`src/xref_stream_entry_decoder_core_macros.svh`:
```
// assertion macros shared by the cross-reference entry decoder modules
`ifndef XREF_STREAM_ENTRY_DECODER_CORE_MACROS_SVH
`define XREF_STREAM_ENTRY_DECODER_CORE_MACROS_SVH
`ifndef SYNTHESIS
// property must hold at every clock edge outside reset
`define XSED_ASSERT(lbl, prop, msg) \
	lbl: assert property (@(posedge clk) disable iff (!arst_n) prop) else $error(msg);
// expression must never be true outside reset
`define XSED_ASSERT_NEVER(lbl, expr, msg) \
	lbl: assert property (@(posedge clk) disable iff (!arst_n) !(expr)) else $error(msg);
`else
`define XSED_ASSERT(lbl, prop, msg)
`define XSED_ASSERT_NEVER(lbl, expr, msg)
`endif
`endif

```
`src/xsed_pkg.sv`:
```
// shared types, constants and helpers of the cross-reference entry decoder
package xsed_pkg;

	localparam int BYTE_W   = 8;
	localparam int VAL_W    = 64;
	localparam int WIDTH_W  = 4;
	localparam int POS_W    = 5;
	localparam int PADDR_W  = 4;
	localparam int PDATA_W  = 32;

	// item queue between front and back
	localparam int QDEPTH   = 4;
	localparam int QPTR_W   = 2;
	localparam int QCNT_W   = 3;

	localparam logic [WIDTH_W-1:0] MAX_FIELD_BYTES = 4'd8;

	// register reset values
	localparam logic [WIDTH_W-1:0] RST_TYPE_WIDTH   = 4'd1;
	localparam logic [WIDTH_W-1:0] RST_FIRST_WIDTH  = 4'd4;
	localparam logic [WIDTH_W-1:0] RST_SECOND_WIDTH = 4'd2;

	// register indexes
	localparam logic [1:0] REG_TYPE_WIDTH   = 2'd0;
	localparam logic [1:0] REG_FIRST_WIDTH  = 2'd1;
	localparam logic [1:0] REG_SECOND_WIDTH = 2'd2;

	typedef enum logic [2:0] {
		KIND_FREE        = 3'd0,
		KIND_NORMAL      = 3'd1,
		KIND_COMPRESSED  = 3'd2,
		KIND_UNKNOWN     = 3'd3,
		KIND_TRUNCATED   = 3'd4,
		KIND_ZERO_WIDTHS = 3'd5
	} kind_t;

	typedef enum logic [1:0] {
		FLD_TYPE   = 2'd0,
		FLD_FIRST  = 2'd1,
		FLD_SECOND = 2'd2
	} field_t;

	typedef struct packed {
		logic [WIDTH_W-1:0] type_width;
		logic [WIDTH_W-1:0] first_width;
		logic [WIDTH_W-1:0] second_width;
	} widths_t;

	// one classified byte, handed from front to back
	typedef struct packed {
		logic [BYTE_W-1:0] data_byte;
		field_t            field;
		logic              drop;
		logic              complete;
		logic              trunc;
		logic              zero;
		logic              last_byte;
		logic              type_dflt;
	} item_t;

	function automatic logic [WIDTH_W-1:0] clamp_width(input logic [WIDTH_W-1:0] w);
		return (w > MAX_FIELD_BYTES) ? MAX_FIELD_BYTES : w;
	endfunction

endpackage

```
`src/xsed_front.sv`:
```
// front end: tracks the byte position and classifies each accepted byte
`include "xref_stream_entry_decoder_core_macros.svh"
module xsed_front import xsed_pkg::*; (
	input  logic              clk,
	input  logic              arst_n,
	input  logic              push,
	input  logic              full,
	input  logic [BYTE_W-1:0] data_byte,
	input  logic              last_byte,
	input  widths_t           widths,
	output logic              item_valid,
	output item_t             item
);

	logic [POS_W-1:0]   pos_q;
	logic [WIDTH_W-1:0] tw, fw, sw;
	logic [POS_W-1:0]   total, type_end, field_end, pos_eff, pos_inc;
	logic               accept, drop, zero, complete;

	// entry geometry from clamped widths
	always_comb begin
		tw        = clamp_width(widths.type_width);
		fw        = clamp_width(widths.first_width);
		sw        = clamp_width(widths.second_width);
		type_end  = POS_W'(tw);
		field_end = POS_W'(tw) + POS_W'(fw);
		total     = field_end + POS_W'(sw);
		zero      = (total == '0);
		drop      = !zero && (pos_q >= total);
		pos_eff   = drop ? '0 : pos_q;
		pos_inc   = pos_eff + POS_W'(1);
		complete  = !zero && (pos_inc == total);
	end

	// classify the byte
	always_comb begin
		item.data_byte = data_byte;
		if (pos_eff < type_end) begin
			item.field = FLD_TYPE;
		end else if (pos_eff < field_end) begin
			item.field = FLD_FIRST;
		end else begin
			item.field = FLD_SECOND;
		end
		item.drop      = drop;
		item.complete  = complete;
		item.trunc     = !zero && !complete && last_byte;
		item.zero      = zero;
		item.last_byte = last_byte;
		item.type_dflt = (tw == '0);
	end

	assign accept     = push && !full;
	assign item_valid = accept;

	// position within the current entry
	always_ff @(posedge clk or negedge arst_n) begin
		if (!arst_n) begin
			pos_q <= '0;
		end else if (accept) begin
			if (zero || complete || last_byte) begin
				pos_q <= '0;
			end else begin
				pos_q <= pos_inc;
			end
		end
	end

	`XSED_ASSERT_NEVER(a_pos_range, pos_q > POS_W'(24), "byte position beyond largest entry")

endmodule

```
`src/xsed_queue.sv`:
```
// short item queue that decouples the front end from the back end
`include "xref_stream_entry_decoder_core_macros.svh"
module xsed_queue import xsed_pkg::*; (
	input  logic  clk,
	input  logic  arst_n,
	input  logic  wr_en,
	input  item_t wr_item,
	output logic  full,
	output logic  rd_valid,
	output item_t rd_item,
	input  logic  rd_en
);

	item_t             slot_q [QDEPTH];
	logic [QPTR_W-1:0] wr_ptr_q, rd_ptr_q;
	logic [QCNT_W-1:0] cnt_q;
	logic              do_wr, do_rd;

	assign full     = (cnt_q == QCNT_W'(QDEPTH));
	assign rd_valid = (cnt_q != '0);
	assign rd_item  = slot_q[rd_ptr_q];
	assign do_wr    = wr_en && !full;
	assign do_rd    = rd_en && rd_valid;

	// storage
	always_ff @(posedge clk) begin
		if (do_wr) begin
			slot_q[wr_ptr_q] <= wr_item;
		end
	end

	// pointers and fill count
	always_ff @(posedge clk or negedge arst_n) begin
		if (!arst_n) begin
			wr_ptr_q <= '0;
			rd_ptr_q <= '0;
			cnt_q    <= '0;
		end else begin
			if (do_wr) begin
				wr_ptr_q <= wr_ptr_q + QPTR_W'(1);
			end
			if (do_rd) begin
				rd_ptr_q <= rd_ptr_q + QPTR_W'(1);
			end
			if (do_wr && !do_rd) begin
				cnt_q <= cnt_q + QCNT_W'(1);
			end else if (do_rd && !do_wr) begin
				cnt_q <= cnt_q - QCNT_W'(1);
			end
		end
	end

	`XSED_ASSERT_NEVER(a_q_overfill, cnt_q > QCNT_W'(QDEPTH), "item queue count beyond depth")
	`XSED_ASSERT(a_q_ptr_gap, (QPTR_W'(wr_ptr_q - rd_ptr_q) == cnt_q[QPTR_W-1:0]), "queue pointers disagree with count")

endmodule

```
`src/xsed_back.sv`:
```
// back end: assembles field values and emits entry results
`include "xref_stream_entry_decoder_core_macros.svh"
module xsed_back import xsed_pkg::*; (
	input  logic             clk,
	input  logic             arst_n,
	input  logic             q_valid,
	input  item_t            q_item,
	output logic             q_pop,
	input  logic             pop,
	output logic             empty,
	output logic [2:0]       entry_kind,
	output logic [VAL_W-1:0] type_value,
	output logic [VAL_W-1:0] first_value,
	output logic [VAL_W-1:0] second_value,
	output logic             stream_done
);

	logic [VAL_W-1:0] type_acc_q, first_acc_q, second_acc_q;
	logic [VAL_W-1:0] type_sh, first_sh, second_sh, tv;
	logic             res_valid_q, take, emits;
	kind_t            kind_q, kind;
	logic [VAL_W-1:0] type_q, first_q, second_q;
	logic             done_q;

	// shift the byte into the selected field
	always_comb begin
		type_sh   = q_item.drop ? '0 : type_acc_q;
		first_sh  = q_item.drop ? '0 : first_acc_q;
		second_sh = q_item.drop ? '0 : second_acc_q;
		case (q_item.field)
			FLD_TYPE:   type_sh   = {type_sh[VAL_W-BYTE_W-1:0], q_item.data_byte};
			FLD_FIRST:  first_sh  = {first_sh[VAL_W-BYTE_W-1:0], q_item.data_byte};
			FLD_SECOND: second_sh = {second_sh[VAL_W-BYTE_W-1:0], q_item.data_byte};
			default:    second_sh = {second_sh[VAL_W-BYTE_W-1:0], q_item.data_byte};
		endcase
		tv = q_item.type_dflt ? VAL_W'(1) : type_sh;
	end

	// kind of a completed entry
	always_comb begin
		if (tv == VAL_W'(0)) begin
			kind = KIND_FREE;
		end else if (tv == VAL_W'(1)) begin
			kind = KIND_NORMAL;
		end else if (tv == VAL_W'(2)) begin
			kind = KIND_COMPRESSED;
		end else begin
			kind = KIND_UNKNOWN;
		end
	end

	assign emits = q_item.zero || q_item.complete || q_item.trunc;
	assign take  = q_valid && (!res_valid_q || pop);
	assign q_pop = take;

	// accumulators and result valid
	always_ff @(posedge clk or negedge arst_n) begin
		if (!arst_n) begin
			type_acc_q   <= '0;
			first_acc_q  <= '0;
			second_acc_q <= '0;
			res_valid_q  <= 1'b0;
		end else if (take) begin
			if (emits) begin
				type_acc_q   <= '0;
				first_acc_q  <= '0;
				second_acc_q <= '0;
				res_valid_q  <= 1'b1;
			end else begin
				type_acc_q   <= type_sh;
				first_acc_q  <= first_sh;
				second_acc_q <= second_sh;
				res_valid_q  <= res_valid_q && !pop;
			end
		end else if (pop) begin
			res_valid_q <= 1'b0;
		end
	end

	// result payload
	always_ff @(posedge clk) begin
		if (take && emits) begin
			if (q_item.zero) begin
				kind_q   <= KIND_ZERO_WIDTHS;
				type_q   <= VAL_W'(1);
				first_q  <= '0;
				second_q <= '0;
				done_q   <= q_item.last_byte;
			end else if (q_item.complete) begin
				kind_q   <= kind;
				type_q   <= tv;
				first_q  <= first_sh;
				second_q <= second_sh;
				done_q   <= q_item.last_byte;
			end else begin
				kind_q   <= KIND_TRUNCATED;
				type_q   <= tv;
				first_q  <= first_sh;
				second_q <= second_sh;
				done_q   <= 1'b1;
			end
		end
	end

	assign empty        = !res_valid_q;
	assign entry_kind   = kind_q;
	assign type_value   = type_q;
	assign first_value  = first_q;
	assign second_value = second_q;
	assign stream_done  = done_q;

	`XSED_ASSERT(a_trunc_done, (res_valid_q && kind_q == KIND_TRUNCATED) |-> done_q, "truncated entry without end of stream")
	`XSED_ASSERT(a_zero_vals, (res_valid_q && kind_q == KIND_ZERO_WIDTHS) |-> (type_q == VAL_W'(1) && first_q == '0 && second_q == '0), "zero-width result with field data")

endmodule

```
`src/xref_stream_entry_decoder_core.sv`:
```
// top level of the cross-reference stream entry decoder
//
// Bytes of decoded cross-reference stream content go in through a queue-style
// port: data_byte and last_byte are taken at a clock edge with push high and
// full low. Results come out the same way: while empty is low the oldest
// result sits on entry_kind, type_value, first_value, second_value and
// stream_done, and pop takes it. Three field widths (0 to 8 bytes each, larger
// values count as 8) are set over the APB port at 0x0, 0x4 and 0x8; write
// them only while the block is idle.
// The front end classifies a byte as it is taken and writes it into the queue;
// the back end folds it in as it takes it from the queue, while the result
// register is free or being popped, and an entry that this completes sets
// empty low. One byte is taken per cycle as long as results are popped.
// When pop stays low the result register holds, the four-item queue between
// front and back fills, and full rises. Reset clears the position, the
// accumulators, the queue and the result, and loads widths 1, 4 and 2.
module xref_stream_entry_decoder_core import xsed_pkg::*; (
	input  logic               clk,
	input  logic               arst_n,
	input  logic               push,
	output logic               full,
	input  logic [BYTE_W-1:0]  data_byte,
	input  logic               last_byte,
	output logic               empty,
	input  logic               pop,
	output logic [2:0]         entry_kind,
	output logic [VAL_W-1:0]   type_value,
	output logic [VAL_W-1:0]   first_value,
	output logic [VAL_W-1:0]   second_value,
	output logic               stream_done,
	input  logic               psel,
	input  logic               penable,
	input  logic               pwrite,
	input  logic [PADDR_W-1:0] paddr,
	input  logic [PDATA_W-1:0] pwdata,
	output logic [PDATA_W-1:0] prdata,
	output logic               pready
);

	widths_t    widths_q;
	logic       cfg_wr;
	logic [1:0] reg_idx;
	logic       item_valid;
	item_t      item;
	logic       q_valid, q_pop;
	item_t      q_item;

	// configuration registers
	assign pready  = 1'b1;
	assign reg_idx = paddr[3:2];
	assign cfg_wr  = psel && penable && pwrite && pready;

	always_ff @(posedge clk or negedge arst_n) begin
		if (!arst_n) begin
			widths_q.type_width   <= RST_TYPE_WIDTH;
			widths_q.first_width  <= RST_FIRST_WIDTH;
			widths_q.second_width <= RST_SECOND_WIDTH;
		end else if (cfg_wr) begin
			case (reg_idx)
				REG_TYPE_WIDTH:   widths_q.type_width   <= pwdata[WIDTH_W-1:0];
				REG_FIRST_WIDTH:  widths_q.first_width  <= pwdata[WIDTH_W-1:0];
				REG_SECOND_WIDTH: widths_q.second_width <= pwdata[WIDTH_W-1:0];
				default:          widths_q              <= widths_q;
			endcase
		end
	end

	// register read back
	always_comb begin
		case (reg_idx)
			REG_TYPE_WIDTH:   prdata = PDATA_W'(widths_q.type_width);
			REG_FIRST_WIDTH:  prdata = PDATA_W'(widths_q.first_width);
			REG_SECOND_WIDTH: prdata = PDATA_W'(widths_q.second_width);
			default:          prdata = '0;
		endcase
	end

	xsed_front u_front (
		.clk        (clk),
		.arst_n     (arst_n),
		.push       (push),
		.full       (full),
		.data_byte  (data_byte),
		.last_byte  (last_byte),
		.widths     (widths_q),
		.item_valid (item_valid),
		.item       (item)
	);

	xsed_queue u_queue (
		.clk      (clk),
		.arst_n   (arst_n),
		.wr_en    (item_valid),
		.wr_item  (item),
		.full     (full),
		.rd_valid (q_valid),
		.rd_item  (q_item),
		.rd_en    (q_pop)
	);

	xsed_back u_back (
		.clk          (clk),
		.arst_n       (arst_n),
		.q_valid      (q_valid),
		.q_item       (q_item),
		.q_pop        (q_pop),
		.pop          (pop),
		.empty        (empty),
		.entry_kind   (entry_kind),
		.type_value   (type_value),
		.first_value  (first_value),
		.second_value (second_value),
		.stream_done  (stream_done)
	);

endmodule
```
`config.mk`:
```
export PLATFORM = sky130hd
export DESIGN_NAME = xref_stream_entry_decoder_core
export DESIGN_NICKNAME = d
export VERILOG_FILES = /design/src/xsed_pkg.sv /design/src/xsed_front.sv /design/src/xsed_queue.sv /design/src/xsed_back.sv /design/src/xref_stream_entry_decoder_core.sv
export VERILOG_INCLUDE_DIRS = /design/src /design/src/src
export SDC_FILE = /design/constraint.sdc
export NUM_CORES = 1
export LEC_CHECK = 0
export BUFFER_PORTS_ARGS = -buffer_cell sky130_fd_sc_hd__buf_2
export CAP_MARGIN = 30
export CELL_PAD_IN_SITES_DETAIL_PLACEMENT = 1
export CELL_PAD_IN_SITES_GLOBAL_PLACEMENT = 1
export CORE_UTILIZATION = 50
export CTS_BUF_LIST = sky130_fd_sc_hd__clkbuf_16
export CTS_CLUSTER_DIAMETER = 120
export DETAILED_ROUTE_END_ITERATION = 8
export HOLD_SLACK_MARGIN = 0.02
export PLACE_DENSITY = 0.95
export REMOVE_ABC_BUFFERS = 1
export SLEW_MARGIN = 25
export SYNTH_ARGS = -nofsm -noshare
export SYNTH_HDL_FRONTEND = slang
export SYNTH_HIERARCHICAL = 1
export SYNTH_SLANG_ARGS = --single-unit
```
`constraint.sdc`:
```
create_clock -name clk -period 16.2 [get_ports clk]
set_clock_uncertainty 0.2 [all_clocks]
set_input_delay 1.62 -clock clk [delete_from_list [all_inputs] [get_ports clk]]
set_output_delay 1.62 -clock clk [all_outputs]
set_load 0.05 [all_outputs]
```
==> results of run 1 <==
[cells in the final DEF, fill, tap and decap left out, types with 16 or more instances in the layout]
cell,count
conb_1,29
a22o_1,188
a21oi_1,133
buf_4,16
edfxtp_1,260
buf_2,222
nor2_1,103
inv_1,29
clkbuf_16,49
ha_1,24
mux2i_1,62
nand2_1,248
nor3_1,18
dfrtp_1,213
and3_1,20
[final timing paths]
check	start	to	slack, ns
max in group asynchronous	arst_n	u_back/first_acc_q[7]	13.02
setup / recovery	widths_q[8]	u_queue/slot_q[3][3]	10.12
hold reg to reg	u_back/first_acc_q[63]	u_back/first_acc_q[63]	0.31
min in group asynchronous	arst_n	u_back/second_acc_q[35]	0.88
hold / removal	u_back/first_acc_q[63]	u_back/first_acc_q[63]	0.31
setup reg to reg	widths_q[8]	u_queue/slot_q[3][3]	10.12
[cell families after synthesis]
logic type	count (synthesis)
AO/OA/AOI/OAI	395
multiplexers	92
AND/OR/NAND/NOR	462
flip-flops	477
buffers and inverters	169
adder cells (fa/ha/maj)	27
other	2
XOR/XNOR	15
[flip-flops by register name, summed over array words and instances (netlist names), 3 cells and up]
name                 flops
u_back/first_acc_q      64
u_back/first_value      64
u_back/second_acc_q     64
u_back/second_value     64
u_back/type_acc_q       64
u_back/type_value       64
u_queue/slot_q          64
widths_q                12
u_front/pos_q            5
u_back/entry_kind        3
u_queue/cnt_q            3
[metal layers]
metal,GRT usage (%),share of wire (%),up-vias
met2,48.8,51,656
met1,36.7,39,7558
met4,11.4,3.9,2
met5,0,0.021,-
li1,-,-,6310
met3,5.46,6.7,138
[power by group]
| part | internal, W | switching (W) | total [W] |
|---|---|---|---|
| Clock | 0.000612 | 0.000475 | 0.00109 |
| Sequential | 0.00173 | 0.000185 | 0.00191 |
| Combinational | 0.000524 | 0.00207 | 0.00259 |
| Total | 0.00286 | 0.00273 | 0.00559 |
[final cells by class]
cell class / count / area (sq um)
Timing Repair Buffer: 243 / 1300
Multi-Input combinational cell: 1020 / 6880
Inverter: 19 / 71.3
Sequential cell: 477 / 13200
Clock inverter: 41 / 284
Clock buffer: 49 / 1230
Antenna cell: 3 / 7.51
Tap cell: 532 / 666
Fill cell: 4116 / 17200
[stage by stage]
stage                     setup slack, ns  cells  hold slack [ns]  area (sq um)  power, W
after global placement              10.28   2289            0.280         22100   0.00436
after global routing                 9.69   2382            0.313         23700   0.00579
after CTS                           10.13   2379            0.307         23600   0.00559
final                               10.12   2384            0.305         23700   0.00559
after floorplan                      5.26   1516            0.264         20100   0.00379
after detailed placement            10.13   2289            0.284         22100   0.00448
[worst register-to-register path, delay by kind of cell (launching register included)]
family                   cells  cell delay (ns)
AO/OA/AOI/OAI                6             1.35
multiplexers                 1             0.13
AND/OR/NAND/NOR              4             1.11
buffers and inverters        1             0.09
flip-flops                   1             0.55
XOR/XNOR                     2             0.58
adder cells (fa/ha/maj)      5             1.80
==> results.md, run 1 <==
- Number of cell rows: 74
- Worst path cell trace: nor2b_1, ha_1, fa_1, fa_1, xnor2_1, ha_1, a21oi_1, o21ai_1, o31a_4, o311ai_4, and3_1, ha_1, xor2_1, inv_1, mux2i_1, o22ai_1, a211oi_1, nand4_2, and3_1
- Final ANT Viol Nets: 0
- Tmin final: 6.08 ns
- Clock buffer depth: 3
- Hold crit path type: reg2reg
- Clock-pin slew on the worst setup and hold paths: 0.06 ns
- Total track usage: 28.9%
- First-pass GRT wire length: 93.6 mm
- Nets: 1888
- DR vias: 14664
- Post-DP HPWL: 37.0 mm
- Die width: 206 microns
- TritonCTS Sinks: 477
- PwrDens: 236 nW/um^2
- Simple logic cell fraction of the synthesized area: 9.85%
- Most used cell, CP: ha_1
- # IOs: 283
- Initial core utilization: 50.8%
- Worst-skew pair later-pin latency: 0.59 ns
- Family with the most delay on the worst path: adder cells
- Least-Margin Pin Slew: 1.00 ns
- MaxCap Viol Count: 0
- Largest net degree at the start of global routing: 104
- Flops & latches, synth: 477
- Final critical-path share of the clock period: 37.5%
- Final Max Slew Viols: 0
- Port bufs: 223
- Mux cell area share after synthesis: 5.63%
- Synth Cell Area: 20800 sq um
- GRT overflow: 0
- Yosys top cell area share: 37.5%
- Critical path depth: 19
- Most area-hungry cell type in the Yosys netlist: edfxtp_1
- Layout cells sized above 1: 20.7%
- Ys async rst share: 45.5%
- Post-synth top cells: 260 x edfxtp_1, 250 x nand2_1, 214 x dfrtp_1
- DRT Pass-1 Iters: 5
- DRC violations left: 0
- Crit path kind: reg2reg
- Cells after synthesis: 1639
- Post-Route WL: 60.9 mm
- Hold Crit Depth: 1
- GP Congestion: 0.829
- Setup Buffers After CTS: 0
- Fmax: 164 MHz
- Top FF cell, synth: edfxtp_1
- Syn. warnings: 6
- Worst endpoint required time: 16.31 ns
- Max_slew headroom: 33.2%
- Synthesized area per cell: 12.7 sq um
- RSZ-0062 raised after global routing: false
- Crit path largest cell delay: 0.55 ns
- Final setup fails: 0
- Die height: 206 microns
- Hold_buf cts: 0
- VDD IR-drop max: 0.164 mV
- Count leader, synth: edfxtp_1
- Synth top area cells: edfxtp_1 38%, dfrtp_1 26%, a22o_1 7.9%, nand2_1 4.5%, a21oi_1 3.2%
- Root Buffer: clkbuf_16
- Post-Synth XOR/XNOR Area: 0.704%
- Vias in the first global route: 15339
- Number of synthesized flops with an enable pin: 260
- Status: completed
- Adder-Cell Fraction of Synth Area: 1.73%
- Worst Setup Start Kind: flip-flop
- Post-layout util: 57.9%
- Hold Fails Final Rpt: 0
- Fin Setup TNS: 0 ns
- FF-to-FF path depth: 19
- Area grow syn2layout: 13.8%
- DR vias/cell: 6.15
- PostCTS Resize Cnt: 0
- Worst path arrival time: 6.20 ns
- Crit-path slowest cell: dfstp_2
- Initial DRC count: 1374
- Antenna violations before repair: 4
- Register area share after synthesis: 63.6%
- Compound-Gate Fraction of Synth Area: 14.3%
- H-Tree Depth: 2
- CTS tree: built
- Die area: 42400 sq um
- Core ar.: 40900 sq um
- Routed len/inst: 25.5 microns
- Num CTS Buffers: 48
- Cell variety after synth: 84
- Crit path max fanout: 7
- Largest family of logic cells by synthesized area: compound AO/OA/AOI/OAI gates
- Setup crit end kind: flip-flop
- Critical path buffer and inverter count: 1
- Static leakage: 10.0 nW
Note: power is estimated with default switching activity, not from simulation.
==> inputs of run 2 (changes only) <==
--- a/config.mk
+++ b/config.mk
@@ -10,12 +10,12 @@
 export CAP_MARGIN = 30
 export CELL_PAD_IN_SITES_DETAIL_PLACEMENT = 1
 export CELL_PAD_IN_SITES_GLOBAL_PLACEMENT = 1
-export CORE_UTILIZATION = 50
+export CORE_UTILIZATION = 47
 export CTS_BUF_LIST = sky130_fd_sc_hd__clkbuf_16
 export CTS_CLUSTER_DIAMETER = 120
 export DETAILED_ROUTE_END_ITERATION = 8
 export HOLD_SLACK_MARGIN = 0.02
-export PLACE_DENSITY = 0.95
+export PLACE_DENSITY = 0.91
 export REMOVE_ABC_BUFFERS = 1
 export SLEW_MARGIN = 25
 export SYNTH_ARGS = -nofsm -noshare
==> constraint.sdc (replaced) <==
create_clock -name clk -period 5.95 [get_ports clk]
set_clock_uncertainty 0.2 [all_clocks]
set_input_delay 0.595 -clock clk [delete_from_list [all_inputs] [get_ports clk]]
set_output_delay 0.595 -clock clk [all_outputs]
set_load 0.05 [all_outputs]
==> run 2 against run 1 <==
  * Sequential share of layout area decreased by 0.45 points
  * Sequential power increased to 2.7 times the previous value
  * Final cell count increased by 2.8%
  * Clock power increased to 2.6 times the previous value
  * Critical path type unchanged
==> results.md, run 2 (synthesis results as in run 1) <==
- Worst Setup Start Kind: flip-flop
- Final ANT Viol Nets: 0
- Clock buffer depth: 3
- Total track usage: 25.9%
- Tmin final: 5.68 ns
- CTS tree: built
- Core ar.: 43400 sq um
- Post-DP HPWL: 36.4 mm
- FF-to-FF path depth: 19
- Fmax: 176 MHz
- Setup crit end kind: flip-flop
- Setup slack, reg-to-reg: 0.27 ns
- Critical hold path startpoint: data_byte[3]
- DR vias: 14609
- RSZ-0062 raised after global routing: false
- Hold Path Sink: u_queue/slot_q[3][11]
- Area after DPL: 22300 sq um
- TritonCTS Sinks: 477
- DRT Pass-1 Iters: 5
- Worst path cell trace: nor2b_1, ha_1, fa_1, fa_1, xnor2_2, ha_1, a21oi_1, o21ai_1, o31a_4, o311ai_4, and3_2, ha_2, and2_1, nand2_1, mux2i_1, o22ai_1, a211oi_2, nand4_2, and3_1
- Final Max Slew Viols: 0
- Die area: 45100 sq um
- Least-Margin Pin Slew: 0.990 ns
- Commonest non-fill, non-tap cell in the layout: edfxtp_1
- Post-Route WL: 58.1 mm
- Initial DRC count: 1424
- Worst path arrival time: 5.80 ns
- Crit path max fanout: 7
- Crit path kind: reg2reg
- Fin Setup TNS: 0 ns
- Max_slew headroom: 34.0%
- Hold Fails Final Rpt: 0
- Num CTS Buffers: 49
- Nets: 1903
- Port bufs: 223
- Reg2reg end: u_queue/slot_q[2][3]
- Final setup fails: 0
- Layout cells sized above 1: 20.8%
- MaxCap Viol Count: 0
- Final critical-path share of the clock period: 95.4%
- Routed len/inst: 23.7 microns
- Commonest non-fill, non-tap cells in the layout: 260 x edfxtp_1, 248 x nand2_1, 222 x buf_2
- Root Buffer: clkbuf_16
- DRC violations left: 0
- Number of cell rows: 76
- Static leakage: 10.1 nW
- Worst endpoint required time: 6.08 ns
- H-Tree Depth: 2
- Crit path largest cell delay: 0.55 ns
- # IOs: 283
- FF-to-FF Start: widths_q[8]
- VDD IR-drop max: 0.387 mV
- Largest net degree at the start of global routing: 118
- GRT overflow: 0
- PwrDens: 632 nW/um^2
- Total power: 0.0151 W
- WHS: 0.0496 ns
- Worst-skew pair later-pin latency: 0.60 ns
- Dpl ws: 0.151 ns
- DR vias/cell: 5.96
- Die height: 212 microns
- Crit-path slowest cell: dfstp_2
- GP Congestion: 0.819
- Min setup slack post-route: 0.273 ns
- Initial core utilization: 48.0%
- Die width: 212 microns
- Area grow syn2layout: 14.7%
- First-pass GRT wire length: 89.7 mm
- Final instance area: 23900 sq um
- Antenna violations before repair: 3
- Vias in the first global route: 15257
- Hold Crit Depth: 1
- Clock-pin slew on the worst setup and hold paths: 0.07 ns
- Hold crit path type: in2reg
- Status: completed
[run 2: critical path: cells and delay by family, from the launching register on]
kind	cells	cell delay [ns]
flip-flops	1	0.55
multiplexers	1	0.19
AND/OR/NAND/NOR	6	1.30
adder cells (fa/ha/maj)	5	1.69
XOR/XNOR	1	0.20
AO/OA/AOI/OAI	6	1.26
[run 2: area by class of cell]
| type | instances | area, sq um |
|---|---|---|
| Sequential cell | 477 | 13200 |
| Timing Repair Buffer | 257 | 1490 |
| Tap cell | 585 | 732 |
| Fill cell | 4443 | 19500 |
| Antenna cell | 2 | 5.00 |
| Clock buffer | 49 | 1230 |
| Inverter | 19 | 71.3 |
| Clock inverter | 42 | 206 |
| Multi-Input combinational cell | 1020 | 6900 |
[run 2: per-stage QoR]
stage                     instances  util [%]
after floorplan                1516         -
after global routing           2451      55.1
after CTS                      2446      54.9
after detailed placement       2347      51.4
final                          2451      55.1
after global placement         2346      51.3
[run 2: worst max-delay path by stage]
stage	startpoint	to	slack, ns
2_1_floorplan	u_queue/rd_ptr_q[0]	u_back/entry_kind[0]	-4.68
3_3_place_gp	widths_q[8]	u_queue/slot_q[0][3]	0.21
3_5_place_dp	widths_q[8]	u_queue/slot_q[2][3]	0.15
4_1_cts	widths_q[8]	u_queue/slot_q[2][3]	0.13
5_1_grt	widths_q[8]	u_queue/slot_q[2][3]	0.03
6_report	widths_q[8]	u_queue/slot_q[2][3]	0.27
[run 2: routing by layer]
layer	part of all wire [%]	GRT usage, %	vias up
li1	-	-	6333
met1	40	32.9	7548
met5	0.022	0	-
met4	3.7	10.3	2
met3	5.9	4.52	137
met2	51	44.1	589
[run 2: repair_timing]
item                                   4_1_cts  5_1_grt
endpoints found under the hold margin      135        0
buffers inserted                             0        1
resized for setup                            0        6
hold buffers                                 8        0
setup endpoints to repair                    0       13
[run 2: where the power goes]
group          switching, W  internal, W
Sequential         0.000464      0.00469
Combinational       0.00561      0.00152
Clock               0.00129      0.00150
Total               0.00736      0.00771
